<file path="config.mk">
export PLATFORM = sky130hd
export DESIGN_NAME = pcom_ctrl
export DESIGN_NICKNAME = d
export VERILOG_FILES = /design/src/rtl/pcom_pkg.sv /design/src/rtl/pcom_ctrl.sv
export VERILOG_INCLUDE_DIRS = /design/src /design/src/rtl
export SDC_FILE = /design/constraint.sdc
export NUM_CORES = 1
export LEC_CHECK = 0
export BUFFER_PORTS_ARGS = -buffer_cell sky130_fd_sc_hd__buf_2
export CORE_MARGIN = 5
export CORE_UTILIZATION = 40
export CTS_CLUSTER_DIAMETER = 50
export DETAILED_ROUTE_END_ITERATION = 6
export MAX_ROUTING_LAYER = met4
export SLEW_MARGIN = 5
export SYNTH_ARGS = -nofsm -noshare
export SYNTH_HDL_FRONTEND = slang
export SYNTH_SLANG_ARGS = --single-unit
</file>
<file path="constraint.sdc">
create_clock -name clk -period 1.5 [get_ports clk]
set_input_delay 0.225 -clock clk [delete_from_list [all_inputs] [get_ports clk]]
set_output_delay 0.225 -clock clk [all_outputs]
set_load 0.005 [all_outputs]
</file>
<file path="src/rtl/periodic_center_of_mass_coarse_grain_macros.svh">
// assertion macros shared by the center of mass block
`ifndef PERIODIC_CENTER_OF_MASS_COARSE_GRAIN_MACROS_SVH
`define PERIODIC_CENTER_OF_MASS_COARSE_GRAIN_MACROS_SVH

// same-cycle implication
`define PCOM_ASSERT_IMP(lbl, ck, rn, ante, cons) \
  lbl: assert property (@(posedge ck) disable iff (!rn) (ante) |-> (cons)) \
    else $error("pcom assertion failed");

// next-cycle implication
`define PCOM_ASSERT_NXT(lbl, ck, rn, ante, cons) \
  lbl: assert property (@(posedge ck) disable iff (!rn) (ante) |=> (cons)) \
    else $error("pcom assertion failed");

`endif

</file>
<file path="src/rtl/pcom_pkg.sv">
// package with types, constants and the slot mass table of the center of mass block
package pcom_pkg;

  localparam int ATOMS     = 10;
  localparam int SLOT_W    = 4;
  localparam int AXES      = 3;
  localparam int AXIS_W    = 2;
  localparam int POS_W     = 32;
  localparam int UNW_W     = POS_W + 1;
  localparam int MASS_W    = 20;
  localparam int PROD_W    = UNW_W + MASS_W + 1;
  localparam int WSUM_W    = 57;
  localparam int MAG_W     = WSUM_W - 1;
  localparam int RECIP_W   = 26;
  localparam int PA_W      = MAG_W - 32 + RECIP_W;
  localparam int PB_W      = 32 + RECIP_W;
  localparam int R_W       = PA_W + 1 - 16;
  localparam int C_W       = R_W + 1;
  localparam int FSUM_W    = 36;
  localparam int BOX_W     = 31;
  localparam int MPF_W     = 10;
  localparam int CFG_IDX_W = 1;
  localparam int IN_DW     = 192;
  localparam int OUT_DW    = 216;

  localparam logic [SLOT_W-1:0]  SLOT_LAST = SLOT_W'(ATOMS - 1);
  localparam logic [AXIS_W-1:0]  AXIS_LAST = AXIS_W'(AXES - 1);
  localparam logic [MASS_W-1:0]  MASS_O    = 20'd1048537;
  localparam logic [MASS_W-1:0]  MASS_C    = 20'd787133;
  localparam logic [MASS_W-1:0]  MASS_H    = 20'd66056;
  localparam logic [RECIP_W-1:0] RECIP_Q32 = 26'd48772051;
  localparam logic [BOX_W-1:0]   BOX_RST   = 31'd2074870;
  localparam logic [MPF_W-1:0]   MPF_RST   = 10'd250;

  typedef enum logic [CFG_IDX_W-1:0] {
    CFG_BOX_LENGTH,
    CFG_MOLECULES_PER_FRAME
  } cfg_reg_t;

  typedef enum logic [3:0] {
    ST_IDLE,
    ST_UNWRAP,
    ST_MUL,
    ST_ABS,
    ST_MULH,
    ST_MULL,
    ST_ROUND,
    ST_SIGN,
    ST_WLO,
    ST_WHI,
    ST_EMIT
  } state_t;

  typedef enum logic [3:0] {
    OP_NONE,
    OP_UNWRAP,
    OP_MUL,
    OP_ABS,
    OP_MULH,
    OP_MULL,
    OP_ROUND,
    OP_SIGN,
    OP_WLO,
    OP_WHI,
    OP_EMIT
  } dp_op_t;

  typedef struct packed {
    logic               load;
    dp_op_t             op;
    logic [AXIS_W-1:0]  axis;
    logic [SLOT_W-1:0]  slot;
  } dp_cmd_t;

  typedef struct packed {
    logic out_valid;
  } dp_stat_t;

  function automatic logic [MASS_W-1:0] slot_mass(input logic [SLOT_W-1:0] s);
    logic [MASS_W-1:0] m;
    case (s) inside
      [4'd0:4'd2]: m = MASS_O;
      [4'd3:4'd5]: m = MASS_C;
      default:     m = MASS_H;
    endcase
    return m;
  endfunction

endpackage

</file>
<file path="src/rtl/pcom_ctrl.sv">
// controller state machine: atom slot and axis sequencing, input handshake
`include "periodic_center_of_mass_coarse_grain_macros.svh"

module pcom_ctrl
  import pcom_pkg::*;
(
  input  logic     clk,
  input  logic     rst_n,
  input  logic     in_tvalid,
  output logic     in_tready,
  input  dp_stat_t stat,
  output dp_cmd_t  cmd
);

  state_t            state_r, state_nxt;
  logic [AXIS_W-1:0] axis_r, axis_nxt;
  logic [SLOT_W-1:0] slot_r, slot_nxt;

  always_ff @(posedge clk) begin
    if (!rst_n) begin
      state_r <= ST_IDLE;
      axis_r  <= '0;
      slot_r  <= '0;
    end else begin
      state_r <= state_nxt;
      axis_r  <= axis_nxt;
      slot_r  <= slot_nxt;
    end
  end

  always_comb begin
    state_nxt = state_r;
    axis_nxt  = axis_r;
    slot_nxt  = slot_r;
    cmd.load  = 1'b0;
    cmd.op    = OP_NONE;
    cmd.axis  = axis_r;
    cmd.slot  = slot_r;
    // last atom of a group waits until the previous result is taken
    in_tready = (state_r == ST_IDLE) && !((slot_r == SLOT_LAST) && stat.out_valid);
    unique case (state_r)
      ST_IDLE: begin
        if (in_tvalid && in_tready) begin
          cmd.load  = 1'b1;
          state_nxt = ST_UNWRAP;
        end
      end
      ST_UNWRAP: begin
        cmd.op    = OP_UNWRAP;
        axis_nxt  = '0;
        state_nxt = ST_MUL;
      end
      ST_MUL: begin
        cmd.op = OP_MUL;
        if (axis_r == AXIS_LAST) begin
          axis_nxt = '0;
          if (slot_r == SLOT_LAST) begin
            slot_nxt  = '0;
            state_nxt = ST_ABS;
          end else begin
            slot_nxt  = slot_r + 1'b1;
            state_nxt = ST_IDLE;
          end
        end else begin
          axis_nxt = axis_r + 1'b1;
        end
      end
      ST_ABS: begin
        cmd.op    = OP_ABS;
        state_nxt = ST_MULH;
      end
      ST_MULH: begin
        cmd.op    = OP_MULH;
        state_nxt = ST_MULL;
      end
      ST_MULL: begin
        cmd.op    = OP_MULL;
        state_nxt = ST_ROUND;
      end
      ST_ROUND: begin
        cmd.op    = OP_ROUND;
        state_nxt = ST_SIGN;
      end
      ST_SIGN: begin
        cmd.op    = OP_SIGN;
        state_nxt = ST_WLO;
      end
      ST_WLO: begin
        cmd.op    = OP_WLO;
        state_nxt = ST_WHI;
      end
      ST_WHI: begin
        cmd.op = OP_WHI;
        if (axis_r == AXIS_LAST) begin
          axis_nxt  = '0;
          state_nxt = ST_EMIT;
        end else begin
          axis_nxt  = axis_r + 1'b1;
          state_nxt = ST_ABS;
        end
      end
      ST_EMIT: begin
        cmd.op    = OP_EMIT;
        state_nxt = ST_IDLE;
      end
      default: begin
        state_nxt = ST_IDLE;
      end
    endcase
  end

  `PCOM_ASSERT_IMP(a_last_atom_out_free, clk, rst_n, in_tvalid && in_tready && slot_r == SLOT_LAST, !stat.out_valid)
  `PCOM_ASSERT_NXT(a_emit_sets_valid, clk, rst_n, state_r == ST_EMIT, stat.out_valid)
  `PCOM_ASSERT_IMP(a_slot_range, clk, rst_n, 1'b1, slot_r <= SLOT_LAST)
  `PCOM_ASSERT_NXT(a_finish_after_last, clk, rst_n, state_r == ST_MUL && axis_r == AXIS_LAST && slot_r == SLOT_LAST, state_r == ST_ABS && axis_r == '0)

endmodule

</file>
==> results of run 1 <==
worst paths after layout:
kind                            slack, ps               startpoint  cells past startpoint                       to
worst max-delay path                   10   slot_r[2]$_SDFFE_PN0P_                      4                  cmd[10]
worst min-delay path                  250                    rst_n                      3  state_r[0]$_SDFFE_PN0P_
worst max register to register        280  state_r[0]$_SDFFE_PN0P_                      4   slot_r[3]$_SDFFE_PN0P_
worst min register to register        510   slot_r[3]$_SDFFE_PN0P_                      2   slot_r[3]$_SDFFE_PN0P_
state kept, by name (all words and copies together), names as in the netlist:
register and cells:
state_r 4, slot_r 4, axis_r 2
per-layer routing:
| metal | GRT usage | wire (µm) | up-vias |
|---|---|---|---|
| li1 | - | - | 340 |
| met2 | 0.1674 | 615 | 11 |
| met4 | 0.01277 | 8 | 0 |
| met3 | 0.05325 | 65 | 2 |
| met1 | 0.1574 | 751 | 278 |
| met5 | - | 0 | - |
kinds of logic (layout without fill, tap and decap cells):
kind of cell / Yosys count / after routing
and+or+nand+nor: 44 / 44
AOI/OAI and AO/OA: 20 / 20
buffers and inverters: 5 / 26
muxes: 1 / 1
DFF: 10 / 10
xor gates and xnor gates: 3 / 3
what timing repair did:
item                                    4_1_cts  5_1_grt
setup buffers                                 0        1
endpoints found under the hold margin         0        0
resized for setup                            10        4
pin swaps                                     3        1
endpoints found under the setup margin        5        3
power groups by stage:
stage / sequential [mW] / clock (mW) / combinational (mW)
global route: 0.343 / 0.195 / 0.249
global placement: 0.336 / 0 / 0.213
CTS: 0.337 / 0.181 / 0.221
floorplan: 0.314 / 0 / 0.165
finish: 0.338 / 0.171 / 0.225
detailed placement: 0.336 / 0 / 0.212
layout make-up:
type / instances / area share
multi-input cells: 68 / 0.5367
clock buffers: 3 / 0.02699
inverters: 1 / 0.004498
flip-flops and latches: 10 / 0.2549
well taps: 16 / 0.02399
repair buffers: 22 / 0.1529
placed cells by master, fill, tap and decap left out, types with 2 or more instances in the layout:
cell type	synthesis	routed
buf_2	3	15
nand2_1	8	8
a21oi_1	9	7
buf_4	0	7
nor2b_1	6	6
nor2_1	8	6
o21ai_0	5	5
and2_1	4	4
a31oi_1	4	4
dfxtp_1	10	4
dfxtp_2	0	4
xor2_1	3	3
nand2b_1	3	3
clkbuf_4	0	3
a21oi_2	0	2
nor3_1	2	2
dfxtp_4	0	2
per-stage QoR:
stage | power (mW) | worst slack, ps | utilization | setup TNS [ps]
floorplan | 0.4782 | 225.4 | - | 0
global placement | 0.5494 | 158.8 | 0.5082 | 0
detailed placement | 0.5479 | 130.3 | 0.5082 | 0
CTS | 0.7391 | 13.81 | 0.5353 | 0
global route | 0.7868 | -37.92 | 0.5476 | -37.92
finish | 0.7337 | 14.82 | 0.5476 | 0
tightest hold or removal path: stages:
cell,delay (ps)
buf_2,100
o21ai_1,90
a21oi_1,50
==> results by group, run 1 <==
Pwr
  – Internal power: 0.4919 mW
  – Psw: 0.2418 mW
  – Flop pwr share: 0.461
  – Maximum VDD drop: 463.1 µV
  – Sw frac: 0.3296
  – Leakage: 0.3598 nW
  – Comb pwr share: 0.306
  – Pwr Density: 879.1 nW/µm²
  – Clk network pwr share: 0.233

Finish
  – Area Growth Syn to Fin: 27.78%
  – Fill cells: 142
  – Layout Cells excl Fill: 120
  – Final net count: 110
  – Diode count: 0
  – Post-route cell area: 834.6 µm²
  – Layout cell share with drive strength beyond 1: 0.3846
  – Multi-input logic area: 447.9 µm²
  – FF+latch area: 212.7 µm²

Clocking
  – Clock sink total: 10
  – Root buffer selected by CTS: clkbuf_4
  – Clock buffer depth: 2
  – Clock-pin slew of the registers on the worst-case setup and hold paths: 60 ps
  – Hold Buf Count CTS: 0
  – TritonCTS clock tree: built
  – H-tree lvl count: 1
  – CTS buffer count: 3
  – Worst skew pair latency: 250 ps

STA
  – Achievable frequency: 0.6733 GHz
  – Slew margin rel.: 0.8000
  – Worst-Margin Slew: 300.0 ps
  – Worst hold-check slack: 252.9 ps
  – Fin. Hold Viols: 0
  – Part of the cycle the worst path needs: 0.9901
  – Final setup violation count: 0
  – Min Tclk post-route: 1485 ps
  – Max-slew violation count: 0
  – Layout Skew: 0.9341 ps
  – RSZ-0062 raised after global routing: yes

Global route
  – First-pass GRT wire length: 2283 µm
  – GRT Overall Usage: 0.1174
  – Grt ovf: 0
  – Initial antenna violation count: 0
  – Vias in the first global route: 525
  – Largest net degree at the start of global routing: 17

Logic synthesis
  – Ys flop type: dfxtp_1
  – Yosys cell types: 29
  – Post-synthesis mux area share: 0.01533
  – Post-Syn Area: 653.1 µm²
  – Synth Area per Inst: 7.869 µm²
  – Post-synthesis sequential area ratio: 0.3065
  – Yosys top cell by area: dfxtp_1
  – Mapped Nets: 87
  – Synth warn: 0
  – Mapped Cells: 83
  – Synth top area cells: dfxtp_1, a21oi_1, nor2b_1
  – Synth Area in Adders: 0
  – Xor/xnor share of the synthesized area: 0.04023
  – Async SR Flop Fraction: 0
  – Register bit total from synthesis: 10
  – Commonest cells post-synth: dfxtp_1, a21oi_1, nand2_1, nor2_1, nor2b_1
  – Compound-Gate Fraction of Synth Area: 0.1667
  – Most numerous cell in the Yosys netlist: dfxtp_1
  – EDFF count, synth: 0
  – Synth top area share: 0.3065
  – Largest family of logic cells by synthesized area: simple AND/OR/NAND/NOR gates
  – Post-Synth Simple-Gate Area: 0.4368

Critical path
  – Delay-heaviest family, CP: simple AND/OR/NAND/NOR gates
  – CP Class: reg2out
  – CP bufs+invs: 1
  – Crit end category: output pin
  – CP required: 1270 ps
  – Slowest stage cell on the critical path: dfxtp_4
  – Crit path launch type: flip-flop
  – CP max stage delay: 350 ps
  – CP max FO: 4
  – Worst EP arrival: 1260 ps
  – Critical path, cell by cell: and4bb_2, a21oi_2, and2_1, buf_2

Min path
  – Hold WC Path Type: in2reg

Detailed routing
  – ANT nets after route: 0
  – Total Wirelength: 1441 µm
  – Via Count: 631
  – DR DRC count: 0
  – DRT iter0 DRCs: 20
  – Wire length per cell: 12.01 µm
  – First-pass iteration count of the detailed router: 4
  – Vias per cell: 5.258

Placed design
  – IO buf count: 15
  – Placed Instances: 116
  – Placed Area: 774.5 µm²
  – Gpl congestion: 0.7833
  – DP HPWL: 1064 µm

Die
  – Initial core utilization: 0.4286
  – DIE WIDTH: 50.41 µm
  – Die Ht: 50.41 µm
  – CORE AREA: 1524 µm²
  – # rows: 14
  – # IOs: 16
  – Die area: 2541 µm²

Run
  – Max-cap viol count: 0

Status
  – Status: complete, no violations
No activity file was read; power rests on OpenSTA's default activity.
==> inputs of run 2 (changes only) <==
- PLACE_DENSITY: unset -> 0.71
==> results by group, run 2 (synthesized netlist as in run 1, its figures left out) <==
Finish
  – Diode count: 0 (unchanged)
  – Layout cell share with drive strength beyond 1: 0.4386 (+0.05398)
  – Final Core Density: 0.6117 (+0.06404)
  – Area Growth Syn to Fin: 42.72%
  – FF+latch area: 221.5 µm² (+4.1%)
  – Fill cells: 129 (-9.2%)
  – Commonest non-fill, non-tap cell in the layout: buf_4
  – Multi-input logic area: 455.4 µm² (+1.7%)
  – Most frequent cells in the layout: buf_4, buf_2, nand2_1, a21oi_1
  – Final net count: 119 (+8.2%)
  – Largest regs: slot_r: 4 flops, state_r: 4 flops, axis_r: 2 flops

Critical path
  – Slowest stage cell on the critical path: dfxtp_4
  – Delay-heaviest family, CP: flip-flops
  – CP max FO: 8 (+4)
  – CP required: 1270 ps (about the same)
  – CP Launch Point: state_r[1]$_SDFFE_PN0P_
  – CP bufs+invs: 1 (unchanged)
  – CP Class: reg2out
  – Crit end category: output pin
  – Worst EP arrival: 1280 ps (+20 ps)
  – R2R Setup Slk: 160 ps (-120 ps)
  – Worst R2R Start: state_r[3]$_SDFFE_PN0P_
  – Critical path, cell by cell: nor2_4, nand2_1, a21oi_2, and2_1, buf_2
  – CP max stage delay: 380 ps (+30 ps)
  – Crit path launch type: flip-flop

STA
  – Final setup violation count: 1 (+1)
  – Setup ws final: -0.6599 ps (-15.48 ps)
  – Part of the cycle the worst path needs: 1.000 (+0.01032)
  – Worst-Margin Slew: 302.7 ps (+2.724 ps)
  – RSZ-0062 raised after global routing: yes
  – Max-slew violation count: 0 (unchanged)
  – Achievable frequency: 0.6664 GHz (-1.0%)
  – Layout Skew: 13.14 ps (+12.20 ps)
  – Min Tclk post-route: 1501 ps (+15.48 ps)
  – Fin. Hold Viols: 0 (unchanged)
  – Slew margin rel.: 0.7977 (-0.002343)

Detailed routing
  – DRT iter0 DRCs: 21 (+5.0%)
  – Wire length per cell: 13.17 µm (+9.7%)
  – First-pass iteration count of the detailed router: 4 (unchanged)
  – ANT nets after route: 0 (unchanged)
  – Vias per cell: 5.354 (+1.8%)
  – Via Count: 696 (+10%)
  – Total Wirelength: 1712 µm (+19%)
  – DR DRC count: 0 (unchanged)

Status
  – Violated checks: setup timing
  – Status: finished, violations left

Die
  – CORE AREA: 1524 µm² (unchanged)
  – # rows: 14 (unchanged)
  – Die Ht: 50.41 µm (unchanged)
  – Initial core utilization: 0.4286 (unchanged)
  – Die area: 2541 µm² (unchanged)
  – # IOs: 16 (unchanged)
  – DIE WIDTH: 50.41 µm (unchanged)

Min path
  – Min-delay src: rst_n
  – Hold WC Path Type: in2reg

Pwr
  – Sw frac: 0.3324 (+0.002814)
  – Flop pwr share: 0.362 (-0.099)
  – Pwr Density: 929.7 nW/µm² (+5.8%)
  – Internal power: 0.5786 mW (+18%)
  – Leakage: 0.4202 nW (+17%)
  – Maximum VDD drop: 728.3 µV (+57%)
  – Clk network pwr share: 0.296 (+0.063)
  – Psw: 0.2881 mW (+19%)
  – Comb pwr share: 0.342 (+0.036)

Global route
  – GR peak layer: met2
  – Grt ovf: 0 (unchanged)
  – Vias in the first global route: 557 (+6.1%)
  – Initial antenna violation count: 0 (unchanged)
  – First-pass GRT wire length: 2525 µm (+11%)
  – Met1 Use GR: 0.1655 (+0.008056)
  – Grt met2 use: 0.1946 (+0.02720)
  – Met3 GRT Util: 0.02959 (-0.02367)
  – Largest net degree at the start of global routing: 15 (-2)
  – GRT Overall Usage: 0.1308 (+0.01342)

Clocking
  – Root buffer selected by CTS: clkbuf_4
  – TritonCTS clock tree: built
  – Worst skew pair latency: 280 ps (+30 ps)
  – Hold Buf Count CTS: 0 (unchanged)
  – Clock-pin slew of the registers on the worst-case setup and hold paths: 80 ps (+20 ps)
  – Clock sink total: 10 (unchanged)
  – Clock buffer depth: 2 (unchanged)
  – CTS buffer count: 3 (unchanged)
  – H-tree lvl count: 1 (unchanged)

Placed design
  – IO buf count: 15 (unchanged)
  – DP HPWL: 1105 µm (+3.9%)
  – Gpl congestion: 0.8202 (+4.7%)
  – Dpl ws: 131.8 ps (+1.520 ps)

Run
  – Max-cap viol count: 0 (unchanged)
run 2: worst min-delay path, cell delays in order:
cell     delay [ps]
buf_2           100
o21ai_1         110
a21oi_1          60
run 2: per-stage QoR:
| step | power, mW | TNS [ps] | instance area (µm²) | cells | hold slack (ps) |
|---|---|---|---|---|---|
| global route | 0.9231 | -73.96 | 932.1 | 130 | 271.6 |
| finish | 0.8666 | -0.6599 | 932.1 | 130 | 254.3 |
| floorplan | 0.4782 | 0 | 653.1 | 83 | 397.1 |
| detailed placement | 0.5600 | 0 | 774.5 | 116 | 537.1 |
| CTS | 0.8303 | -8.047 | 840.8 | 121 | 254.9 |
| global placement | 0.5564 | 0 | 774.5 | 116 | 518.0 |
run 2: cell type report:
class	count	share of cell area
Tap cell	16	0.02148
Clock buffer	4	0.03893
Sequential cell	10	0.2376
Timing Repair Buffer	31	0.2094
Multi-Input combinational cell	68	0.4886
Inverter	1	0.004027
run 2: final timing paths:
check | endpoint | cells after the start
setup / recovery | cmd[10] | 5
hold / removal | state_r[0]$_SDFFE_PN0P_ | 3
setup reg to reg | slot_r[3]$_SDFFE_PN0P_ | 5
hold reg to reg | slot_r[3]$_SDFFE_PN0P_ | 2
run 2: per-layer routing:
metal / up-vias / part of all wire / wire, µm
li1: 357 / - / -
met1: 320 / 0.46 / 787
met2: 17 / 0.48 / 821
met3: 2 / 0.052 / 89
met4: 0 / 0.0076 / 13
met5: - / 0 / 0
run 2: timing repair:
action / 4_1_cts / 5_1_grt
pin swaps: 2 / 4
buffers inserted: 1 / 9
resized for setup: 10 / 8
setup endpoints to repair: 5 / 4
run 2: power by group through the flow:
stage	registers, mW	clock network (mW)	logic (mW)
after floorplan	0.314	0	0.165
after global placement	0.329	0	0.228
after detailed placement	0.328	0	0.232
after CTS	0.329	0.262	0.239
after global routing	0.317	0.279	0.327
final	0.313	0.257	0.297
==> inputs of run 3 (changes only) <==
- CAP_MARGIN: unset -> 25
- CORE_UTILIZATION: 40 -> 50
- PLACE_DENSITY: 0.71 -> 0.83
==> results by group, run 3 (synthesized netlist as in run 1, its figures left out) <==
Critical path
  – CP Class: reg2out
  – Crit end category: output pin
  – Slowest stage cell on the critical path: dfxtp_4
  – CP bufs+invs: 1 (unchanged)
  – Delay-heaviest family, CP: simple AND/OR/NAND/NOR gates
  – CP max stage delay: 350 ps (-30 ps)
  – Critical path, cell by cell: and4bb_2, a21oi_2, and2_1, buf_2
  – Worst EP arrival: 1290 ps (about the same)
  – CP required: 1270 ps (about the same)
  – Crit path launch type: flip-flop
  – Stages on worst setup path: 4 (-1)
  – R2R depth: 4 (-1)
  – CP max FO: 4 (-4)

STA
  – Worst-Margin Slew: 266.3 ps (-36.44 ps)
  – RSZ-0062 raised after global routing: yes
  – Final setup violation count: 1 (unchanged)
  – Setup ws final: -19.05 ps (-18.39 ps)
  – Part of the cycle the worst path needs: 1.013 (+0.01226)
  – Max-slew violation count: 0 (unchanged)
  – Layout Skew: 6.163 ps (-6.973 ps)
  – Min Tclk post-route: 1519 ps (+18.39 ps)
  – Worst hold-check slack: 254.1 ps (-0.2780 ps)
  – Achievable frequency: 0.6583 GHz (-1.2%)
  – Slew margin rel.: 0.8197 (+0.02201)
  – Fin. Hold Viols: 0 (unchanged)

Finish
  – Commonest non-fill, non-tap cell in the layout: buf_2
  – Layout cell share with drive strength beyond 1: 0.4000 (-0.03860)
  – Final net count: 110 (-7.6%)
  – Fill cells: 107 (-17%)
  – Diode count: 0 (unchanged)
  – Most frequent cells in the layout: buf_2, nand2_1, a21oi_1, buf_4
  – Largest regs: slot_r: 4 flops, state_r: 4 flops, axis_r: 2 flops
  – Area Growth Syn to Fin: 31.42%

Pwr
  – Pwr Density: 973.5 nW/µm² (+4.7%)
  – Leakage: 0.3699 nW (-12%)
  – Total power: 0.8355 mW (-3.6%)
  – Maximum VDD drop: 736.0 µV (+1.1%)

Die
  – # IOs: 16 (unchanged)
  – Die Ht: 46.14 µm (-8.5%)
  – Die area: 2129 µm² (-16%)
  – DIE WIDTH: 46.14 µm (-8.5%)
  – # rows: 13 (-1)
  – CORE AREA: 1269 µm² (-17%)
  – Initial core utilization: 0.5148 (+0.08622)

Clocking
  – Clock buffer depth: 2 (unchanged)
  – H-tree lvl count: 1 (unchanged)
  – CTS buffer count: 3 (unchanged)
  – Root buffer selected by CTS: clkbuf_4
  – Hold Buf Count CTS: 0 (unchanged)
  – Clock sink total: 10 (unchanged)
  – Clock-pin slew of the registers on the worst-case setup and hold paths: 70 ps (about the same)
  – TritonCTS clock tree: built
  – Worst skew pair latency: 270 ps (about the same)

Placed design
  – Gpl congestion: 0.8423 (+2.7%)
  – IO buf count: 15 (unchanged)
  – DP HPWL: 1154 µm (+4.4%)

Global route
  – Grt ovf: 0 (unchanged)
  – Largest net degree at the start of global routing: 15 (unchanged)
  – First-pass GRT wire length: 2753 µm (+9.0%)
  – Vias in the first global route: 635 (+14%)
  – GRT Overall Usage: 0.1852 (+0.05434)
  – Initial antenna violation count: 0 (unchanged)

Detailed routing
  – DR DRC count: 0 (unchanged)
  – DRT iter0 DRCs: 29 (+38%)
  – Wire length per cell: 14.21 µm (+7.9%)
  – Vias per cell: 5.842 (+9.1%)
  – Total Wirelength: 1705 µm (-0.41%)
  – ANT nets after route: 0 (unchanged)
  – First-pass iteration count of the detailed router: 6 (+2)
  – Via Count: 701 (+0.72%)

Status
  – Violated checks: setup timing
  – Status: finished, violations left

Run
  – Max-cap viol count: 0 (unchanged)

Min path
  – Hold path cells: 3 (unchanged)
  – Hold WC Path Type: in2reg
run 3: cell count changes in the layout (fill, tap and decap cells not counted), sizes merged:
cell,delta
buf,-9
run 3: power breakdown:
group | internal [mW] | switching (mW) | leakage [nW]
Sequential | 0.284 | 0.0499 | 0.0855
Clock | 0.148 | 0.105 | 0.0210
Combinational | 0.123 | 0.126 | 0.263
Total | 0.554 | 0.281 | 0.370
run 3: cell type report:
type / instances / area [µm²] / area share
timing repair buffer: 22 / 127.6 / 0.1487
clock buffer: 4 / 36.28 / 0.04227
inverter: 1 / 3.754 / 0.004373
sequential: 10 / 219.0 / 0.2551
tap: 15 / 18.77 / 0.02187
multi-input combinational: 68 / 452.9 / 0.5277
run 3: worst reg2reg max path, stage by stage, from the launching register on:
cell and delay, ps:
dfxtp_4 410, nor3_4 280, nand3_2 140, nand4bb_1 220
a31oi_1 170
run 3: what timing repair did:
item                                    CTS  global route
pin swaps                                 0             4
endpoints found under the setup margin    5             5
buffers inserted                          0             1
resized for setup                         9            10
endpoints found under the hold margin     0             0
run 3: metrics by stage:
| stage | setup TNS (ps) | instance area [µm²] | setup WS, ps | instances | utilization |
|---|---|---|---|---|---|
| floorplan | 0 | 653.1 | 225.4 | 83 | - |
| global placement | 0 | 773.2 | 179.6 | 115 | 0.6095 |
| detailed placement | 0 | 773.2 | 122.0 | 115 | 0.6095 |
| CTS | -53.94 | 830.8 | -53.94 | 119 | 0.6548 |
| global route | -104.1 | 858.3 | -70.77 | 120 | 0.6765 |
| finish | -19.05 | 858.3 | -19.05 | 120 | 0.6765 |
run 3: final timing paths:
check | start | to | slack, ps
min | rst_n | state_r[0]$_SDFFE_PN0P_ | 250
max | slot_r[2]$_SDFFE_PN0P_ | cmd[10] | -20
max reg2reg | state_r[3]$_SDFFE_PN0P_ | slot_r[3]$_SDFFE_PN0P_ | 200
min reg2reg | slot_r[3]$_SDFFE_PN0P_ | slot_r[3]$_SDFFE_PN0P_ | 520
run 3: metal layers:
| layer | wire, µm | track usage | share of wire | vias to the layer above |
|---|---|---|---|---|
| met1 | 648 | 0.1930 | 0.38 | 329 |
| met4 | 40 | 0.06818 | 0.023 | 0 |
| met2 | 881 | 0.3242 | 0.52 | 25 |
| met3 | 134 | 0.05469 | 0.079 | 6 |
| li1 | - | - | - | 341 |
| met5 | 0 | - | 0 | - |
